===== src/hw/rtl/assert_macros.svh =====
`ifndef ASSERT_MACROS_SVH
`define ASSERT_MACROS_SVH

// same-cycle implication, clocked on clk, off during reset
`define FISQ_ASSERT_NOW(lbl, ante, cons, msg) \
	lbl: assert property (@(posedge clk) disable iff (!arst_n) (ante) |-> (cons)) \
		else $error(msg);

// next-cycle implication, clocked on clk, off during reset
`define FISQ_ASSERT_NEXT(lbl, ante, cons, msg) \
	lbl: assert property (@(posedge clk) disable iff (!arst_n) (ante) |=> (cons)) \
		else $error(msg);

`endif


===== src/hw/rtl/fisq_pkg.sv =====
`timescale 1ns / 1ps

package fisq_pkg;

	localparam int unsigned SEED_STAGES   = 3;
	localparam int unsigned NEWTON_STAGES = 5;

	localparam logic [31:0] SAT_VALUE = 32'h7fffffff;
	localparam logic [15:0] INV_SQRT2 = 16'hb504;
	localparam logic [47:0] THREE_Q16 = 48'h30000;

	typedef logic signed [31:0] fix_t;

	function automatic logic [15:0] seed_lookup(input logic [2:0] idx);
		logic [15:0] s;
		case (idx)
			3'd0: s = 16'hb504;
			3'd1: s = 16'haaaa;
			3'd2: s = 16'ha1e8;
			3'd3: s = 16'h9a5f;
			3'd4: s = 16'h93cd;
			3'd5: s = 16'h8e00;
			3'd6: s = 16'h88d6;
			default: s = 16'h8432;
		endcase
		return s;
	endfunction

endpackage


===== src/hw/rtl/fisq_seed.sv =====
`timescale 1ns / 1ps

module fisq_seed import fisq_pkg::*; (
	input  logic                   clk,
	input  logic [SEED_STAGES-1:0] en,
	input  logic [30:0]            operand,
	output fix_t                   x_out,
	output logic [30:0]            a_out,
	output logic                   flag_out
);

	// stage 1: leading one position and range check
	logic [4:0]  msb_c;
	logic [30:0] op_s1;
	logic [4:0]  msb_s1;
	logic        sat_s1;

	always_comb begin
		msb_c = 5'd0;
		for (int i = 0; i < 31; i++) begin
			if (operand[i]) begin
				msb_c = 5'(i);
			end
		end
	end

	always_ff @(posedge clk) begin
		if (en[0]) begin
			op_s1  <= operand;
			msb_s1 <= msb_c;
			sat_s1 <= (operand[30:2] == 29'd0);
		end
	end

	// stage 2: table index, seed and exponent shift
	logic [31:0] wide_c;
	logic [4:0]  idx_sh_c;
	logic [2:0]  idx_c;
	logic [23:0] seed_x_c;
	logic [2:0]  rsh_c;
	logic [3:0]  lsh_c;
	logic [4:0]  rdiff_c;
	logic [4:0]  ldiff_c;
	logic [23:0] xsh_c;
	logic [23:0] xsh_s2;
	logic        odd_s2;
	logic [30:0] op_s2;
	logic        sat_s2;

	always_comb begin
		wide_c   = {op_s1, 1'b0};
		idx_sh_c = msb_s1 - 5'd2;
		idx_c    = 3'(wide_c >> idx_sh_c);
		seed_x_c = {7'd0, seed_lookup(idx_c), 1'b0};
		rdiff_c  = msb_s1 - 5'd15;
		ldiff_c  = 5'd16 - msb_s1;
		rsh_c    = 3'(rdiff_c >> 1);
		lsh_c    = 4'(ldiff_c >> 1);
		if (msb_s1 >= 5'd15) begin
			xsh_c = seed_x_c >> rsh_c;
		end else begin
			xsh_c = seed_x_c << lsh_c;
		end
	end

	always_ff @(posedge clk) begin
		if (en[1]) begin
			xsh_s2 <= xsh_c;
			odd_s2 <= ~msb_s1[0];
			op_s2  <= op_s1;
			sat_s2 <= sat_s1;
		end
	end

	// stage 3: odd exponent scale by 1/sqrt(2)
	logic [39:0] scl_c;
	logic [23:0] x_s3;
	logic [30:0] op_s3;
	logic        sat_s3;

	assign scl_c = xsh_s2 * INV_SQRT2;

	always_ff @(posedge clk) begin
		if (en[2]) begin
			x_s3   <= odd_s2 ? scl_c[39:16] : xsh_s2;
			op_s3  <= op_s2;
			sat_s3 <= sat_s2;
		end
	end

	assign x_out    = fix_t'({8'd0, x_s3});
	assign a_out    = op_s3;
	assign flag_out = sat_s3;

endmodule


===== config.mk =====
export PLATFORM = sky130hd
export DESIGN_NAME = fisq_seed
export DESIGN_NICKNAME = d
export VERILOG_FILES = /design/src/hw/rtl/assert_macros.svh /design/src/hw/rtl/fisq_pkg.sv /design/src/hw/rtl/fisq_seed.sv
export SDC_FILE = /design/constraint.sdc
export NUM_CORES = 1
export LEC_CHECK = 0
export BUFFER_PORTS_ARGS = -buffer_cell sky130_fd_sc_hd__buf_2
export CORE_MARGIN = 5
export CORE_UTILIZATION = 67
export DETAILED_ROUTE_END_ITERATION = 8
export MAX_ROUTING_LAYER = met4
export PLACE_DENSITY = 0.88
export SLEW_MARGIN = 20
export SYNTH_ARGS = -nofsm -noshare
export SYNTH_HDL_FRONTEND = slang
export SYNTH_SLANG_ARGS = --single-unit

===== constraint.sdc =====
create_clock -name clk -period 17.7 [get_ports clk]
set_clock_uncertainty 0.1 [all_clocks]
set_input_delay 5.31 -clock clk [delete_from_list [all_inputs] [get_ports clk]]
set_output_delay 5.31 -clock clk [all_outputs]
set_load 0.01 [all_outputs]

## Word-level counts from Yosys, hierarchy flattened

Cells that the tools add are included.

| cells by class | value |
|---|---|
| $add $sub $neg | 3 |
| multiply operators | 1 |
| magnitude comparators | 1 |
| eq/ne operators | 6 |
| shift-type cells | 3 |
| multiplexer cells | 32 |
| bitwise gates (word level) | 1 |
| reduce and logical (&&, ||, !) cells | 5 |

Operator list:

| kind | count |
|---|---|
| one-hot mux 14 bit (7 select lines) | 1 |
| 2-to-1 mux 5 bit | 12 |
| 2-to-1 mux 24 bit | 2 |
| multiplier 24 x 14 -> 38 bit, second input constant | 1 |
| 2-to-1 mux 4 bit | 8 |
| right shift 32 x 5 -> 3 bit | 1 |
| zero test 29 bit | 1 |
| left shift 17 x 4 -> 24 bit | 1 |
| right shift 17 x 3 -> 24 bit | 1 |
| OR reduction 15 bit | 1 |
| 2-to-1 mux 3 bit | 4 |
| equality test 3 bit, second input constant | 3 |
| 2-to-1 mux 2 bit | 4 |
| OR reduction 7 bit | 1 |
| equality test 3 x 2 -> 1 bit, second input constant | 2 |
| greater-or-equal comparator 5 x 4 -> 1 bit, second input constant | 1 |
| subtractor 5 x 2 -> 5 bit, second input constant | 1 |
| subtractor 5 bit, first input constant | 1 |
| subtractor 4 bit, second input constant | 1 |
| equality test 3 x 1 -> 1 bit, second input constant | 1 |
| zero test 3 bit | 1 |
| OR reduction 3 bit | 1 |
| 2-to-1 mux 1 bit | 1 |
| NOT 1 bit | 1 |

| word-level totals | value |
|---|---|
| register bits | 150 |
| output and inout port bits | 64 |

## Longest topological paths before layout

Gate-level depths: netlist of the first run.

| depth | value |
|---|---|
| depth in word-level cells | 29 |
| gate-level depth with buffers | 21 |
| depth with buffers taken out | 21 |

## Least setup slack after synthesis of the first run

No wires, ideal clock.

| timing path | value |
|---|---|
| path type | input -> register |
| from | in operand[2] |
| to | reg msb_s1[1] (data pin) |
| arrival time | 6.485 ns |
| required time | 17.346 ns |
| setup slack | 10.861 ns |
| stages | 9 |
| path through | nor2_1 > o31ai_1 > a211oi_1 > o31ai_1 > a211oi_1 > nor3_1 > o31ai_1 > nand2_1 > a21o_1 |

| between the ends | value |
|---|---|
| cells in the longest elaborated chain, start to end | 28 |

Ends and longest elaborated chain:

| what | line | source |
|---|---|---|
| from (decl) | fisq_seed.sv:6 | `input logic [30:0] operand,` |
| 2-to-1 mux 2 bit (2 in series) | fisq_seed.sv:21 | `if (operand[i]) begin` |
| 2-to-1 mux 5 bit (12 in series) | fisq_seed.sv:21 |  |
| 2-to-1 mux 4 bit (8 in series) | fisq_seed.sv:21 |  |
| 2-to-1 mux 3 bit (4 in series) | fisq_seed.sv:21 |  |
| 2-to-1 mux 2 bit (2 in series) | fisq_seed.sv:21 |  |
| to (signal assigned) | fisq_seed.sv:30 | `msb_s1 <= msb_c;` |
| to (decl) | fisq_seed.sv:15 | `logic [4:0] msb_s1;` |

Every way passes these cells.
A chain may end at the register's enable or synchronous reset.

## Final worst setup path of the first run

| timing path | value |
|---|---|
| from | reg xsh_s2[12] |
| to | reg x_s3[23] (data pin) |

| between the ends | value |
|---|---|
| cells in the longest elaborated chain, start to end | 2 |

Ends and longest elaborated chain:

| what | line | source |
|---|---|---|
| from (decl) | fisq_seed.sv:45 | `logic [23:0] xsh_s2;` |
| from (signal assigned) | fisq_seed.sv:68 | `xsh_s2 <= xsh_c;` |
| multiplier 24 x 14 -> 38 bit | fisq_seed.sv:81 | `assign scl_c = xsh_s2 * INV_SQRT2;` |
| 2-to-1 mux 24 bit | fisq_seed.sv:85 | `x_s3 <= odd_s2 ? scl_c[39:16] : xsh_s2;` |
| to (signal assigned) | fisq_seed.sv:85 |  |
| to (decl) | fisq_seed.sv:77 | `logic [23:0] x_s3;` |

Every way passes these cells.

==> impl_metrics.prom, run 1 <==
# TYPE chip_impl_metric gauge
chip_impl_metric{name="critical_path_required",unit="ns"} 17.90
chip_impl_info{name="yosys.cell_count.top_type",value="inv_1"} 1
chip_impl_metric{name="critical_path.n_buffers_inverters",unit=""} 4
chip_impl_info{name="crit-reg2reg-capture",value="x_s3[23]"} 1
chip_impl_metric{name="drive_gt1_share",unit="%"} 14.6
chip_impl_metric{name="drt.antenna.violating_nets",unit=""} 0
chip_impl_metric{name="min_delay_path_depth",unit=""} 0
chip_impl_metric{name="critPathArrivalTime",unit="ns"} 7.12
chip_impl_info{name="netlist.top_cell.by_area",value="edfxtp_1"} 1
chip_impl_metric{name="worstMarginPinSlew",unit="ns"} 1.07
chip_impl_metric{name="floorplan.initialDensity",unit="%"} 68.4
chip_impl_metric{name="timing_hold_violations_final",unit=""} 0
chip_impl_metric{name="routed-wl-met3",unit="mm"} 3.82
chip_impl_metric{name="period_needed",unit="ns"} 6.93
chip_impl_metric{name="post_route_clock_period_utilization",unit="%"} 39.1
chip_impl_metric{name="design.final.nets",unit=""} 1602
chip_impl_metric{name="synth_top_area_share",unit="%"} 33.6
chip_impl_metric{name="post-cts-setup-buffers",unit=""} 0
chip_impl_info{name="critical_path.endpoint_type",value="flop"} 1
chip_impl_metric{name="post_drt_wl_per_cell",unit="um"} 23.0
chip_impl_metric{name="detailroute.via_count",unit=""} 11100
chip_impl_metric{name="number_of_enable_flip_flop_cells_after_synthesis",unit=""} 150
chip_impl_info{name="timing.critical_path.slowest_stage_cell",value="a2111oi_0"} 1
chip_impl_metric{name="number_of_maximum_capacitance_constraint_violations",unit=""} 0
chip_impl_metric{name="die_width",unit="um"} 151
chip_impl_info{name="outcome",value="completed"} 1
chip_impl_metric{name="fp.coreArea",unit="sq um"} 19600
chip_impl_metric{name="grt_overflow",unit=""} 0
chip_impl_metric{name="ys.warnings.count",unit=""} 0
chip_impl_metric{name="wl_met2",unit="mm"} 18.0
chip_impl_metric{name="dr.first_iter.drc_count",unit=""} 1665
chip_impl_info{name="cp_top_family",value="adder cells"} 1
chip_impl_info{name="worst_setup_path_start_kind",value="flop"} 1
chip_impl_metric{name="routed_wirelength",unit="mm"} 37.6
chip_impl_metric{name="timing.fmax",unit="GHz"} 0.144
chip_impl_metric{name="ios",unit=""} 99
chip_impl_metric{name="drt-pass1-iter-count",unit=""} 7
chip_impl_info{name="rsz0062_at_grt",value="no"} 1
chip_impl_metric{name="synth-seq-area-share",unit="%"} 33.6
chip_impl_metric{name="syn-cell-area",unit="sq um"} 13400
chip_impl_info{name="dominantRegCellSynth",value="edfxtp_1"} 1
chip_impl_metric{name="preCtsSetupSlack",unit="ns"} 10.51
chip_impl_metric{name="gpl_wtd_cong",unit=""} 1.03
chip_impl_metric{name="timing.reg2reg.setup_slack",unit="ns"} 10.77
chip_impl_metric{name="port_buffers",unit=""} 90
chip_impl_metric{name="worstPathMaxFanout",unit=""} 5
chip_impl_info{name="yosys-top-cells-count",value="inv_1 (192), edfxtp_1 (150), ha_1 (137)"} 1
chip_impl_info{name="cts_root_buffer",value="clkbuf_16"} 1
chip_impl_metric{name="ctsLongestPathBuffers",unit=""} 2
chip_impl_metric{name="syn_avg_cell_area",unit="sq um"} 10.3
chip_impl_metric{name="detail_route.vias_per_cell",unit=""} 6.82
chip_impl_metric{name="setup_violations",unit=""} 0
chip_impl_metric{name="cts_made_buffers",unit=""} 17
chip_impl_metric{name="final_critical_path_setup_slack",unit="ns"} 10.77
chip_impl_metric{name="cts.sink_count",unit=""} 150
chip_impl_metric{name="ys_ff_latch",unit=""} 150
chip_impl_metric{name="htree_levels",unit=""} 4
chip_impl_metric{name="netlist-cell-type-count",unit=""} 83
chip_impl_metric{name="clkLatencyLatePin",unit="ns"} 0.43
chip_impl_metric{name="async_flop_share",unit="%"} 0
chip_impl_metric{name="grt_pass1_vias",unit=""} 11100
chip_impl_metric{name="die_area",unit="sq um"} 22900
chip_impl_metric{name="route.detailed.drc",unit=""} 0
chip_impl_metric{name="die_h",unit="um"} 151
chip_impl_metric{name="finalMaxSlewViolations",unit=""} 0
chip_impl_info{name="crit_chain",value="ha_1 > fa_1 > inv_1 > fa_1 > inv_1 > fa_1 > ha_1 > inv_1 > fa_1 > inv_1 > ha_1 > a21o_1 > a21o_1 > a2111oi_0 > o21ai_0 > o221ai_1 > o21bai_1 > a211o_1 > a2111o_1 > nand3_1"} 1
chip_impl_metric{name="timing.max_slew.rel_slack",unit="%"} 27.9
chip_impl_info{name="top_area_cells_in_the_synthesized_netlist",value="edfxtp_1 (34%), ha_1 (13%), fa_1 (11%)"} 1
chip_impl_info{name="endpoint_with_the_worst_hold_slack",value="a_out[5]"} 1
chip_impl_info{name="worstHoldPathType",value="reg2reg"} 1
chip_impl_metric{name="post_cts_resized",unit=""} 0
chip_impl_metric{name="clk_pin_slew_worst_paths",unit="ns"} 0.08
chip_impl_metric{name="grt_max_degree",unit=""} 75
chip_impl_metric{name="postSynthCellCount",unit=""} 1302
chip_impl_metric{name="row_count",unit=""} 51
chip_impl_metric{name="global_route_wire_length_before_repair",unit="mm"} 59.5
chip_impl_info{name="reg2reg_from",value="xsh_s2[12]"} 1
chip_impl_metric{name="grt_antenna_before_repair",unit=""} 1
chip_impl_metric{name="place.detailed.hpwl",unit="mm"} 26.2
chip_impl_metric{name="utilization",unit="%"} 74.5
chip_impl_metric{name="timing.critical_path.slowest_cell_delay",unit="ns"} 0.64
chip_impl_metric{name="track_usage",unit="%"} 34.7
chip_impl_metric{name="cts_hold_repair.buffers",unit=""} 0
chip_impl_metric{name="r2r.worst_path.cells",unit=""} 20
chip_impl_metric{name="area_growth_syn_to_layout",unit="%"} 8.82
chip_impl_metric{name="wl_met1",unit="mm"} 13.8
chip_impl_metric{name="setup_total_negative_slack",unit="ns"} 0
chip_impl_info{name="top_signal_layer_used",value="met4"} 1
chip_impl_info{name="tritoncts",value="done"} 1
chip_impl_metric{name="fin_hold_ws",unit="ns"} 0.320
chip_impl_info{name="criticalPathCategory",value="reg2reg"} 1
chip_impl_info{name="timing.hold.worst.start",value="op_s2[5]"} 1
-- state kept, by name (all words and copies together), names as in the netlist --
| register | flops |
|---|---|
| flag_out | 1 |
| msb_s1 | 5 |
| odd_s2 | 1 |
| xsh_s2 | 24 |
| a_out | 31 |
| sat_s2 | 1 |
| op_s1 | 31 |
| x_s3 | 24 |
| sat_s1 | 1 |
| op_s2 | 31 |
-- cells in the final DEF (no fill, tap or decap), types with 8 or more instances in the layout --
cell       Yosys  routed
inv_1        192     192
edfxtp_1     150     150
ha_1         137     136
buf_2         24      90
fa_1          74      74
a21oi_1       69      69
nor2_1        69      68
nand2_1       68      68
o21ai_0       60      60
nand3_1       31      31
mux2i_1       28      28
nor3_1        23      23
o211ai_1      21      21
buf_4         13      21
a211oi_1      17      17
clkbuf_16      0      17
mux4_2        16      16
o22ai_1       15      15
xnor2_1       16      14
o221ai_1      14      14
mux2_2        12      12
a31oi_1       11      11
a221oi_1      10      10
xor2_1        11      10
o31ai_1        9       9
nand4_1        9       9
a21o_1         9       9
nor4_1         9       9
nand2b_1       8       8
a211o_1        8       8
conb_1         1       8
-- through the flow --
stage,cell area [sq um],instances
global placement,14000,1602
CTS,14600,1634
floorplan,13400,1309
global route,14600,1635
finish,14600,1635
detailed placement,14000,1602
-- logic make-up after synthesis --
kind of cell	after synthesis	share of synthesized area (%)
adder cells (fa/ha/maj)	212	23.9
XOR/XNOR	28	1.89
multiplexers	58	6.09
other	1	0.0280
buffers and inverters	276	8.65
AND/OR/NAND/NOR	248	8.81
AO/OA/AOI/OAI	329	17.0
flip-flops	150	33.6
-- worst max path at each step --
stage / startpoint / end / slack (ns) / cells past startpoint
6_report: xsh_s2[12] / x_s3[23] / 10.77 / 20
2_1_floorplan: operand[2] / msb_s1[1] / 10.86 / 9
4_1_cts: operand[2] / msb_s1[1] / 10.89 / 10
3_5_place_dp: operand[2] / msb_s1[1] / 10.51 / 10
3_3_place_gp: operand[2] / msb_s1[1] / 10.53 / 10
5_1_grt: xsh_s2[10] / x_s3[23] / 10.51 / 20
-- area by class of cell --
cell class | instances | area (sq um)
clock buffer | 17 | 425
multi-input combinational | 883 | 7810
fill | 1219 | 5000
sequential | 150 | 4500
clock inverter | 15 | 185
tap | 265 | 332
timing repair buffer | 111 | 608
antenna | 1 | 2.50
inverter | 193 | 724
-- routing by layer --
layer  up-vias  track usage (%)
met5         -                -
li1       4855                -
met3       178             6.28
met4         0             16.1
met2       855             55.4
met1      5255             43.2
Power of run 1 is left out: the tool's default activity adds up to more than one toggle a clock period on the data nets, which glitch-free logic cannot reach.
==> run 2, diff against run 1 <==
- ABC_AREA: unset -> 1
- CORE_UTILIZATION: 67 -> 56
- PLACE_DENSITY: 0.88 -> 0.79
- clock period: 17.7 -> 5.6 ns (I/O delays scaled with it)
==> impl_metrics.prom, run 2 <==
# TYPE chip_impl_metric gauge
chip_impl_metric{name="period_needed",unit="ns"} 5.42
chip_impl_metric{name="synth-seq-area-share",unit="%"} 36.8
chip_impl_info{name="criticalPathCategory",value="reg2reg"} 1
chip_impl_metric{name="die_width",unit="um"} 158
chip_impl_metric{name="drive_gt1_share",unit="%"} 20.3
chip_impl_metric{name="grt_antenna_before_repair",unit=""} 0
chip_impl_info{name="yosys.cell_count.top_type",value="nand2_1"} 1
chip_impl_metric{name="cts.sink_count",unit=""} 150
chip_impl_metric{name="die_area",unit="sq um"} 24900
chip_impl_info{name="worst_setup_path_start_kind",value="flop"} 1
chip_impl_metric{name="track_usage",unit="%"} 24.5
chip_impl_metric{name="post_drt_wl_per_cell",unit="um"} 16.5
chip_impl_metric{name="place.detailed.hpwl",unit="mm"} 22.8
chip_impl_metric{name="timing.fmax",unit="GHz"} 0.185
chip_impl_metric{name="grt_max_degree",unit=""} 42
chip_impl_metric{name="worstPathMaxFanout",unit=""} 4
chip_impl_metric{name="cts_made_buffers",unit=""} 17
chip_impl_info{name="crit-reg2reg-capture",value="x_s3[17]"} 1
chip_impl_metric{name="timing.reg2reg.setup_slack",unit="ns"} 0.18
chip_impl_metric{name="grt_util_met3",unit="%"} 3.03
chip_impl_metric{name="cts_hold_repair.buffers",unit=""} 0
chip_impl_metric{name="route.detailed.drc",unit=""} 0
chip_impl_metric{name="timing_hold_violations_final",unit=""} 0
chip_impl_info{name="grt_busiest_layer",value="met2"} 1
chip_impl_info{name="netlist.top_cell.by_area",value="edfxtp_1"} 1
chip_impl_metric{name="ys_ff_latch",unit=""} 150
chip_impl_metric{name="finalMaxSlewViolations",unit=""} 0
chip_impl_metric{name="ios",unit=""} 99
chip_impl_metric{name="critPathArrivalTime",unit="ns"} 5.47
chip_impl_info{name="yosys-top-cells-count",value="nand2_1 (278), inv_1 (265), edfxtp_1 (150)"} 1
chip_impl_info{name="dominantRegCellSynth",value="edfxtp_1"} 1
chip_impl_metric{name="clkLatencyLatePin",unit="ns"} 0.43
chip_impl_metric{name="number_of_maximum_capacitance_constraint_violations",unit=""} 0
chip_impl_info{name="critical_path.endpoint_type",value="flop"} 1
chip_impl_info{name="outcome",value="completed"} 1
chip_impl_metric{name="setup_total_negative_slack",unit="ns"} 0
chip_impl_metric{name="syn-cell-area",unit="sq um"} 12300
chip_impl_metric{name="die_h",unit="um"} 158
chip_impl_info{name="final_common_cell",value="nand2_1"} 1
chip_impl_metric{name="antenna-diode-count",unit=""} 0
chip_impl_metric{name="routed_wirelength",unit="mm"} 29.6
chip_impl_info{name="most-common-layout-cells",value="nand2_1 (271), inv_1 (246), edfxtp_1 (150), ha_1 (112), buf_2 (90)"} 1
chip_impl_metric{name="grt_pass1_vias",unit=""} 9434
chip_impl_info{name="rsz0062_at_grt",value="yes"} 1
chip_impl_metric{name="clk_pin_slew_worst_paths",unit="ns"} 0.08
chip_impl_metric{name="worstMarginPinSlew",unit="ns"} 1.04
chip_impl_info{name="tritoncts",value="done"} 1
chip_impl_metric{name="global_route_wire_length_before_repair",unit="mm"} 46.7
chip_impl_info{name="top_area_cells_in_the_synthesized_netlist",value="edfxtp_1 (37%), ha_1 (14%), fa_1 (12%)"} 1
chip_impl_metric{name="setup_violations",unit=""} 0
chip_impl_metric{name="post_route_clock_period_utilization",unit="%"} 96.7
chip_impl_info{name="endpoint_with_the_worst_hold_slack",value="sat_s2"} 1
chip_impl_metric{name="multi_input_comb_area",unit="sq um"} 7000
chip_impl_metric{name="ys.warnings.count",unit=""} 0
chip_impl_metric{name="drt-pass1-iter-count",unit=""} 5
chip_impl_metric{name="dr.first_iter.drc_count",unit=""} 920
chip_impl_info{name="cts_root_buffer",value="clkbuf_16"} 1
chip_impl_metric{name="row_count",unit=""} 54
chip_impl_metric{name="port_buffers",unit=""} 90
chip_impl_metric{name="ctsLongestPathBuffers",unit=""} 2
chip_impl_metric{name="min_delay_path_depth",unit=""} 0
chip_impl_metric{name="htree_levels",unit=""} 4
chip_impl_info{name="timing.hold.worst.start",value="sat_s1"} 1
chip_impl_metric{name="gr-usage-met1",unit="%"} 30.5
chip_impl_info{name="worstHoldPathType",value="reg2reg"} 1
chip_impl_metric{name="use_met2",unit="%"} 41.9
chip_impl_metric{name="timing.max_slew.rel_slack",unit="%"} 30.9
chip_impl_metric{name="area_growth_syn_to_layout",unit="%"} 18.5
chip_impl_metric{name="area_taken_by_flip_flops_and_latches",unit="sq um"} 4500
chip_impl_metric{name="critical_path_required",unit="ns"} 5.65
chip_impl_metric{name="r2r.worst_path.cells",unit=""} 21
chip_impl_metric{name="fp.coreArea",unit="sq um"} 21700
chip_impl_metric{name="number_of_enable_flip_flop_cells_after_synthesis",unit=""} 150
chip_impl_metric{name="detailroute.via_count",unit=""} 9624
chip_impl_metric{name="detail_route.vias_per_cell",unit=""} 5.35
chip_impl_metric{name="nFillCells",unit=""} 1661
chip_impl_metric{name="gpl_wtd_cong",unit=""} 0.929
chip_impl_metric{name="synth_top_area_share",unit="%"} 36.8
chip_impl_metric{name="postSynthCellCount",unit=""} 1352
chip_impl_metric{name="design.final.nets",unit=""} 1751
chip_impl_metric{name="drt.antenna.violating_nets",unit=""} 0
chip_impl_metric{name="syn_avg_cell_area",unit="sq um"} 9.06
chip_impl_metric{name="floorplan.initialDensity",unit="%"} 56.5
chip_impl_info{name="reg2reg_from",value="xsh_s2[5]"} 1
chip_impl_metric{name="async_flop_share",unit="%"} 0
chip_impl_metric{name="netlist-cell-type-count",unit=""} 54
chip_impl_metric{name="grt_overflow",unit=""} 0
run 2: changes by cell type in the layout (fill, tap and decap cells not counted), moves of 19 or more:
| cell | previous run | this run |
|---|---|---|
| nand3_1 | 31 | 63 |
| mux2i_1 | 28 | 5 |
| nand2_1 | 68 | 271 |
| buf_4 | 21 | 70 |
| ha_4 | 0 | 21 |
| ha_1 | 136 | 112 |
| inv_2 | 0 | 29 |
| inv_1 | 192 | 246 |
| a21oi_1 | 69 | 31 |
| o21ai_1 | 2 | 34 |
| nor3_1 | 23 | 4 |
run 2: final cells by class:
cell class              count  area share [%]
inverters                 277            7.18
clock inverters            15            1.40
flip-flops and latches    150            31.0
clock buffers              17            2.93
well taps                 280            2.41
multi-input cells         897            48.2
repair buffers            162            6.88
run 2: how the worst max path moves through the flow:
stage	startpoint	endpoint	slack, ns
3_3_place_gp	xsh_s2[7]	x_s3[22]	-0.15
4_1_cts	xsh_s2[9]	x_s3[23]	0.005
3_5_place_dp	xsh_s2[7]	x_s3[20]	-0.29
5_1_grt	xsh_s2[5]	x_s3[15]	-0.07
2_1_floorplan	xsh_s2[7]	x_s3[22]	0.14
6_report	xsh_s2[5]	x_s3[17]	0.18
run 2: timing repair:
action | CTS | global route
gates cloned | 0 | 0
resized for setup | 18 | 86
setup buffers | 3 | 13
setup endpoints to repair | 8 | 12
pin swaps | 3 | 60
endpoints found under the hold margin | 0 | 0
run 2: through the flow:
step	std cells	worst slack (ns)	hold slack (ns)	area, sq um	utilization, %
CTS	1785	0.00483	0.325	14000	64.6
detailed placement	1750	-0.286	0.305	13300	61.3
floorplan	1359	0.137	0.300	12300	-
global placement	1750	-0.155	0.301	13300	61.3
finish	1798	0.184	0.325	14500	66.9
global route	1798	-0.0678	0.336	14500	66.9
run 2: routing by layer:
metal	up-vias	share of wire, %
met4	0	2.8
met5	-	0
met3	54	4.9
met1	4530	41
met2	319	51
li1	4721	-
run 2: logic make-up (layout without fill, tap and decap cells):
kind of cell,after synthesis,in the layout,share of synthesized area [%]
other,1,8,0.0306
and+or+nand+nor,450,450,15.1
adders and majority gates,211,211,26.1
muxes,5,5,0.408
AOI/OAI and AO/OA,199,199,9.60
xor gates and xnor gates,24,24,1.84
buffers and inverters,312,471,10.2
DFF,150,150,36.8
run 2: critical path, stage by stage, from the launching register on:
cell,delay (ns)
edfxtp_1,0.48
ha_1,0.34
inv_2,0.05
buf_4,0.13
fa_1,0.46
fa_1,0.54
inv_1,0.05
fa_1,0.50
ha_1,0.31
inv_1,0.05
fa_1,0.49
inv_1,0.06
ha_4,0.26
a21oi_2,0.15
inv_1,0.09
nor2_2,0.13
o31ai_1,0.09
a211oi_1,0.23
o21ai_1,0.15
or2_2,0.30
nand3_1,0.12
o21ai_2,0.09
Power of run 2 is left out for the same reason.
==> run 3, diff against run 2 <==
- REMOVE_ABC_BUFFERS: unset -> 1
==> impl_metrics.prom, run 3 (synthesis results as in run 2) <==
# TYPE chip_impl_metric gauge
chip_impl_metric{name="setup_violations",unit=""} 0
chip_impl_metric{name="area_growth_syn_to_layout",unit="%"} 18.1
chip_impl_metric{name="fp.coreArea",unit="sq um"} 21700
chip_impl_metric{name="grt_overflow",unit=""} 0
chip_impl_info{name="timing.hold.worst.start",value="op_s2[13]"} 1
chip_impl_metric{name="use_met2",unit="%"} 42.8
chip_impl_metric{name="route.detailed.drc",unit=""} 0
chip_impl_info{name="worstHoldPathType",value="reg2reg"} 1
chip_impl_metric{name="ctsLongestPathBuffers",unit=""} 2
chip_impl_info{name="cts_root_buffer",value="clkbuf_16"} 1
chip_impl_metric{name="detail_route.vias_per_cell",unit=""} 5.42
chip_impl_metric{name="worstPathMaxFanout",unit=""} 3
chip_impl_info{name="crit-reg2reg-capture",value="x_s3[18]"} 1
chip_impl_metric{name="number_of_maximum_capacitance_constraint_violations",unit=""} 0
chip_impl_metric{name="dr.first_iter.drc_count",unit=""} 630
chip_impl_metric{name="detailroute.via_count",unit=""} 9796
chip_impl_metric{name="global_route_wire_length_before_repair",unit="mm"} 47.5
chip_impl_metric{name="worstMarginPinSlew",unit="ns"} 1.02
chip_impl_metric{name="timing.max_slew.rel_slack",unit="%"} 31.8
chip_impl_metric{name="min_delay_path_depth",unit=""} 0
chip_impl_metric{name="grt_antenna_before_repair",unit=""} 0
chip_impl_metric{name="r2r.worst_path.cells",unit=""} 21
chip_impl_info{name="final_common_cell",value="nand2_1"} 1
chip_impl_info{name="endpoint_with_the_worst_hold_slack",value="a_out[13]"} 1
chip_impl_info{name="outcome",value="completed"} 1
chip_impl_metric{name="cts_made_buffers",unit=""} 17
chip_impl_metric{name="cts.sink_count",unit=""} 150
chip_impl_metric{name="htree_levels",unit=""} 4
chip_impl_metric{name="critical_path_required",unit="ns"} 5.64
chip_impl_metric{name="die_h",unit="um"} 158
chip_impl_info{name="most-common-layout-cells",value="nand2_1 (274), inv_1 (257), edfxtp_1 (150), ha_1 (116), buf_2 (90)"} 1
chip_impl_metric{name="timing_hold_violations_final",unit=""} 0
chip_impl_metric{name="design.final.nets",unit=""} 1761
chip_impl_metric{name="period_needed",unit="ns"} 5.47
chip_impl_metric{name="die_width",unit="um"} 158
chip_impl_metric{name="drt-pass1-iter-count",unit=""} 5
chip_impl_info{name="worst_setup_path_start_kind",value="flop"} 1
chip_impl_metric{name="gr-usage-met1",unit="%"} 29.7
chip_impl_metric{name="grt_util_met3",unit="%"} 3.14
chip_impl_info{name="criticalPathCategory",value="reg2reg"} 1
chip_impl_metric{name="drt.antenna.violating_nets",unit=""} 0
chip_impl_info{name="reg2reg_from",value="xsh_s2[4]"} 1
chip_impl_metric{name="clk_pin_slew_worst_paths",unit="ns"} 0.08
chip_impl_metric{name="row_count",unit=""} 54
chip_impl_metric{name="finalMaxSlewViolations",unit=""} 0
chip_impl_info{name="critical_path.endpoint_type",value="flop"} 1
chip_impl_metric{name="antenna-diode-count",unit=""} 0
chip_impl_info{name="rsz0062_at_grt",value="yes"} 1
chip_impl_metric{name="cts_hold_repair.buffers",unit=""} 0
chip_impl_metric{name="post_route_clock_period_utilization",unit="%"} 97.6
chip_impl_info{name="grt_busiest_layer",value="met2"} 1
chip_impl_metric{name="floorplan.initialDensity",unit="%"} 56.5
chip_impl_metric{name="timing.fmax",unit="GHz"} 0.183
chip_impl_metric{name="timing.reg2reg.setup_slack",unit="ns"} 0.13
chip_impl_metric{name="routed_wirelength",unit="mm"} 30.1
chip_impl_info{name="tritoncts",value="done"} 1
chip_impl_info{name="critical_path.startpoint",value="xsh_s2[4]"} 1
chip_impl_metric{name="drive_gt1_share",unit="%"} 19.7
chip_impl_metric{name="ios",unit=""} 99
chip_impl_metric{name="port_buffers",unit=""} 90
chip_impl_metric{name="gpl_wtd_cong",unit=""} 0.946
chip_impl_metric{name="place.detailed.hpwl",unit="mm"} 23.5
chip_impl_metric{name="clkLatencyLatePin",unit="ns"} 0.44
chip_impl_metric{name="die_area",unit="sq um"} 24900
chip_impl_metric{name="grt_max_degree",unit=""} 42
chip_impl_metric{name="post_drt_wl_per_cell",unit="um"} 16.7
chip_impl_metric{name="track_usage",unit="%"} 24.9
chip_impl_metric{name="grt_pass1_vias",unit=""} 9823
chip_impl_metric{name="critPathArrivalTime",unit="ns"} 5.51
chip_impl_metric{name="utilization",unit="%"} 66.7
==> run 3: cell types whose count changed in the layout (fill, tap and decap cells not counted), moves of 3 or more <==
| cell | delta |
|---|---|
| a21oi_4 | -3 |
| buf_4 | +12 |
| ha_1 | +4 |
| inv_1 | +11 |
| inv_2 | -11 |
| nand2_1 | +3 |
| nand2_4 | -3 |
| o21ai_1 | -3 |
==> run 3: worst max path at each step <==
stage,endpoint,slack (ns),depth (start not counted)
6_report,x_s3[18],0.13,21
3_5_place_dp,x_s3[18],-0.28,21
2_1_floorplan,x_s3[22],0.12,23
4_1_cts,x_s3[18],-0.01,23
3_3_place_gp,x_s3[18],-0.14,21
5_1_grt,x_s3[18],-0.06,23
==> run 3: per-stage QoR <==
step                worst slack, ns  setup TNS [ns]  cell area, sq um  std cells  hold slack (ns)
floorplan                     0.123               0             12100       1324            0.300
global placement             -0.144          -0.492             13400       1757            0.302
detailed placement           -0.278           -1.02             13400       1757            0.305
CTS                         -0.0125         -0.0210             14100       1795            0.315
global route                -0.0613          -0.269             14500       1808            0.328
finish                        0.134               0             14500       1808            0.311
==> run 3: worst max-delay path, stage by stage (launching register included) <==
cell	delay, ns
edfxtp_1	0.50
ha_4	0.31
inv_2	0.05
fa_1	0.48
fa_1	0.55
inv_1	0.06
fa_1	0.47
ha_1	0.29
inv_1	0.05
fa_1	0.50
inv_1	0.06
ha_4	0.24
a21oi_2	0.17
o211ai_1	0.12
a31oi_2	0.23
o21ai_2	0.12
a21boi_2	0.21
o21ai_2	0.10
a21boi_2	0.21
buf_4	0.14
xor2_1	0.14
o21ai_1	0.07
==> run 3: per-layer routing <==
layer / vias up / wire, um / share of wire, %
li1: 4747 / - / -
met1: 4636 / 12100 / 40
met2: 323 / 15400 / 51
met3: 90 / 1500 / 5.0
met4: 0 / 1110 / 3.7
met5: - / 0 / 0
==> run 3: area by class of cell <==
class,instances,area [sq um]
Tap cell,280,350
Sequential cell,150,4500
Clock inverter,15,179
Fill cell,1679,7220
Clock buffer,17,425
Timing Repair Buffer,172,1070
Inverter,277,1040
Multi-Input combinational cell,897,6900
==> run 3: what timing repair did <==
action | 4_1_cts | 5_1_grt
setup endpoints to repair | 7 | 11
pin swaps | 6 | 37
buffers inserted | 6 | 13
resized for setup | 18 | 56
Power of run 3 is left out for the same reason.
